===== src/rtl/mart_pkg.sv =====
package mart_pkg;

  localparam int ADDR_W = 39;
  localparam int LEN_W  = 39;
  localparam int END_W  = 40;
  localparam int FLAG_W = 8;
  localparam int OFFS_W = 32;
  localparam int SIZE_W = 32;

  // input item tdata width, whole bytes
  localparam int IN_DW = 152;

  // area fields carried on result tdata after the entry index
  localparam int AREA_W = ADDR_W + END_W + FLAG_W + OFFS_W + SIZE_W;

  localparam logic ACT_INSERT = 1'b0;
  localparam logic ACT_LOOKUP = 1'b1;

  localparam logic [FLAG_W-1:0] VALID_FLAG = 8'h01;

  typedef struct packed {
    logic [SIZE_W-1:0] fsize;
    logic [OFFS_W-1:0] offset;
    logic [FLAG_W-1:0] flags;
    logic [END_W-1:0]  end_addr;
    logic [ADDR_W-1:0] start_addr;
  } area_t;

  typedef struct packed {
    logic valid;
    logic hit;
  } tok_ctl_t;

  typedef enum logic [1:0] {
    ST_IDLE,
    ST_WALK,
    ST_HOLD
  } state_t;

endpackage


===== src/rtl/mart_cell.sv =====
module mart_cell #(
  parameter int IDX_W = 4,
  parameter int CNT_W = 5,
  parameter int IDX   = 0
) (
  input  logic                       clk,
  input  logic                       rst_n,
  input  logic                       wr_en,
  input  logic [IDX_W-1:0]           wr_ptr,
  input  mart_pkg::area_t            wr_area,
  input  logic [CNT_W-1:0]           count,
  input  mart_pkg::tok_ctl_t         in_ctl,
  input  logic [mart_pkg::ADDR_W-1:0] in_addr,
  input  logic [IDX_W-1:0]           in_idx,
  input  mart_pkg::area_t            in_area,
  output mart_pkg::tok_ctl_t         out_ctl,
  output logic [mart_pkg::ADDR_W-1:0] out_addr,
  output logic [IDX_W-1:0]           out_idx,
  output mart_pkg::area_t            out_area
);

  mart_pkg::area_t                area_r;
  mart_pkg::tok_ctl_t             ctl_r;
  mart_pkg::tok_ctl_t             ctl_nxt;
  logic [mart_pkg::ADDR_W-1:0]    addr_r;
  logic [IDX_W-1:0]               idx_r;
  logic [IDX_W-1:0]               idx_nxt;
  mart_pkg::area_t                tarea_r;
  mart_pkg::area_t                tarea_nxt;
  logic                           match;

  // entry storage
  always_ff @(posedge clk) begin
    if (wr_en && (wr_ptr == IDX_W'(IDX))) begin
      area_r <= wr_area;
    end
  end

  assign match = in_ctl.valid && !in_ctl.hit && (CNT_W'(IDX) < count) &&
                 (in_addr >= area_r.start_addr) &&
                 ({1'b0, in_addr} < area_r.end_addr);

  always_comb begin
    ctl_nxt.valid = in_ctl.valid;
    ctl_nxt.hit   = in_ctl.hit | match;
    idx_nxt       = match ? IDX_W'(IDX) : in_idx;
    tarea_nxt     = match ? area_r : in_area;
  end

  always_ff @(posedge clk) begin
    if (!rst_n) begin
      ctl_r <= '0;
    end else begin
      ctl_r <= ctl_nxt;
    end
  end

  always_ff @(posedge clk) begin
    addr_r  <= in_addr;
    idx_r   <= idx_nxt;
    tarea_r <= tarea_nxt;
  end

  assign out_ctl  = ctl_r;
  assign out_addr = addr_r;
  assign out_idx  = idx_r;
  assign out_area = tarea_r;

endmodule


===== config.mk =====
export PLATFORM = sky130hd
export DESIGN_NAME = mart_cell
export DESIGN_NICKNAME = d
export VERILOG_FILES = /design/src/rtl/mart_pkg.sv /design/src/rtl/mart_cell.sv
export SDC_FILE = /design/constraint.sdc
export NUM_CORES = 1
export LEC_CHECK = 0
export BUFFER_PORTS_ARGS = -buffer_cell sky130_fd_sc_hd__buf_2
export CAP_MARGIN = 20
export CORE_AREA = 2 2 217 219
export DETAILED_ROUTE_END_ITERATION = 16
export DIE_AREA = 0 0 219 221
export GPL_ROUTABILITY_DRIVEN = 0
export HOLD_SLACK_MARGIN = 0.08
export MAX_ROUTING_LAYER = met4
export PLACE_DENSITY_LB_ADDON = 0.1
export SETUP_SLACK_MARGIN = 0.02
export SYNTH_ARGS = -nofsm -noshare
export SYNTH_HDL_FRONTEND = slang
export SYNTH_SLANG_ARGS = --single-unit

===== constraint.sdc =====
create_clock -name clk -period 6.8 [get_ports clk]
set_clock_uncertainty 0.15 [all_clocks]
set_input_delay 0.68 -clock clk [delete_from_list [all_inputs] [get_ports clk]]
set_output_delay 0.68 -clock clk [all_outputs]
set_load 0.05 [all_outputs]

==> metrics.txt <==
status=complete, no violations; P per Cell Area=roughly 290 nW/um2; dpl cells=1942; IO Pins=around 560; DRC viols=0; reg2reg start=area_r[77]; Seq/Total Area, Yosys=between 60 and 70%; share of the synthesized area in the top cell type=around a third; Die Wd=between 200 and 250 um; final net count=around 1800; r2r setup slk=2.55 ns; Post-synth EDFFs=151; Synth Flop Type=dfxtp_1; max-cap viol count=0; WP data arrival=around 4.5 ns; Worst Tran Pin Value=0.963 ns; layout cell share with drive strength beyond 1=55.1%; register bit count reported by yosys=about 350; Max FO, Critical Path=between 60 and 70; RSZ-0062 raised after global routing=no; WS Path Type=reg2reg; Finish-stage setup viols=0; hold crit path type=in2reg; CP Launch Type=flip-flop; number of port buffers=about 550; max-slew violations=0; CTS root buf=clkbuf_16; # clock sinks=about 350; FMAX=about 0.24 GHz; Worst Min Path Start=in_addr[0]; DRT Wirelength=38400 um; routed wire length per instance=between 15 and 20 um; area grow syn2layout=37.0%; Initial Util=approximately 28%; Pwr Total=5.10 mW; drt first pass iters=4; min Tclk post-route=roughly 4.3 ns; Vias=a little over 8000; height of the die=approximately 220 um; syn_area_per_cell=approximately 16 um2; global-route usage over all layers=between 10% and 20%; post-route insts no fill=~2000; grt ovf=0; antenna violations before repair=13; Crit path required time=between 7 and 8 ns; Rows=slightly below 80; Slew HR=35.8%; Worst setup EP type=flip-flop; post-CTS setup repair buffer count=0; Syn Nets=1230; Finished Core Util=38.2%; Synth area leaders=edfxtp_1, dfxtp_1, mux2_4; vias in the first global route=between 8000 and 9000; Routed Antenna Nets=0; ys async rst share=0%; yosys warns=0; core area=about 46000 um2; Final Cycle Share=a little over three fifths; WHS=roughly 0.13 ns; DP HPWL=between 20000 and 30000 um; number of vias per cell=a little over 4; setup TNS=0 ns; clk_lat worst skew=~0.54 ns; Final Hold Vio Count=0; CTS resizes=0; CTS Buffer Depth=3; cts hold-fix bufs=0; largest net degree at the start of global routing=roughly 150; worst vdd ir=~0.17 mV; CTS clk-pin slew, worst paths=0.06 ns; Netlist Area Pre-Place=around 13000 um2; Yosys top cell by area=edfxtp_1; die area=about 48000 um2; Unique masters post-synth=42; TritonCTS clock tree=done; DRT iter0 DRCs=293; CP Launch Point=area_r[77]; first-pass GRT wire length=between 50000 and 60000 um; Synth Instances=between 700 and 800; H-tree depth=2; CTS Buf Count=39; leakage=8.47 nW
[area by class of cell]
type	count	area (um2)
diodes	13	32.5
fillers	4569	28500
flip-flops and latches	347	8460
clock inverters	17	110
repair buffers	558	2830
multi-input cells	352	3920
inverters	78	293
clock buffers	54	1200
well taps	607	759
[placed cells by master, fill, tap and decap left out, types with 6 or more instances in the layout]
cell type / Yosys / routed
mux2_4: 134 / 134
nand2_1: 13 / 13
clkinv_1: 0 / 6
nor2_1: 7 / 7
edfxtp_1: 151 / 151
a21o_1: 10 / 10
nand3_1: 11 / 11
diode_2: 0 / 13
a21oi_1: 29 / 29
o21ai_0: 7 / 7
clkbuf_16: 0 / 43
mux2_2: 16 / 16
clkbuf_8: 0 / 8
ha_1: 77 / 77
dfxtp_1: 196 / 196
clkinv_2: 0 / 7
nand4_1: 11 / 11
inv_1: 78 / 78
buf_2: 1 / 554
[sequential cells by signal, indices dropped and copies added, names as in the netlist]
name / cells
out_idx: 4
out_addr: 39
out_area: 151
area_r: 151
out_ctl: 2
[worst max-delay path, cell delays in order, from the launching register on]
cell and delay, ns:
edfxtp_1 0.35, inv_1 0.06, ha_1 0.29, nand4b_1 0.18, nor3_1 0.37, nand4_1 0.24
a2111oi_0 0.66, a211o_4 0.76, buf_12 0.49, mux2_2 0.40
[where the power goes]
part           internal (mW)  switching, mW
Clock                   1.27          0.860
Combinational          0.241          0.434
Sequential              2.27         0.0252
[kinds of logic after synthesis]
group,Yosys count,share of synthesized area (%)
AOI/OAI and AO/OA,63,3.13
adders and majority gates,77,7.50
buffers and inverters,95,3.72
DFF,347,65.9
muxes,151,17.2
and+or+nand+nor,61,2.63
[final timing paths]
| kind | endpoint | depth (start not counted) |
|---|---|---|
| min reg2reg | out_area[149] | 1 |
| max reg2reg | out_area[4] | 9 |
| max | out_area[4] | 9 |
| min | out_addr[0] | 1 |
[per-stage QoR]
step	setup WS, ns	instance area (um2)
after global routing	2.12	17600
after detailed placement	1.98	16300
after global placement	2.18	16300
final	2.55	17600
after CTS	2.40	17600
after floorplan	1.70	12800
[synthesized netlist by cell type (2+ instances only)]
cell and count:
mux2_4 134, nor2_1 7, buf_6 16, a41o_1 2
ha_1 77, a21o_1 10, nand2_1 13, and2_1 6
a21oi_1 29, edfxtp_1 151, nand3_1 11, nand4_1 11
nor3_1 2, mux2_2 16, inv_1 78, o21ai_0 7
a21boi_0 2, dfxtp_1 196, a211oi_1 3
[layer usage]
layer	GRT usage [%]	up-vias	part of all wire (%)
met3	5.68	57	9.0
met1	16.9	3861	38
met4	5.47	0	2.1
met2	27.5	302	51
li1	-	4035	-
met5	-	-	0
Power figures use the tool's default switching activity.
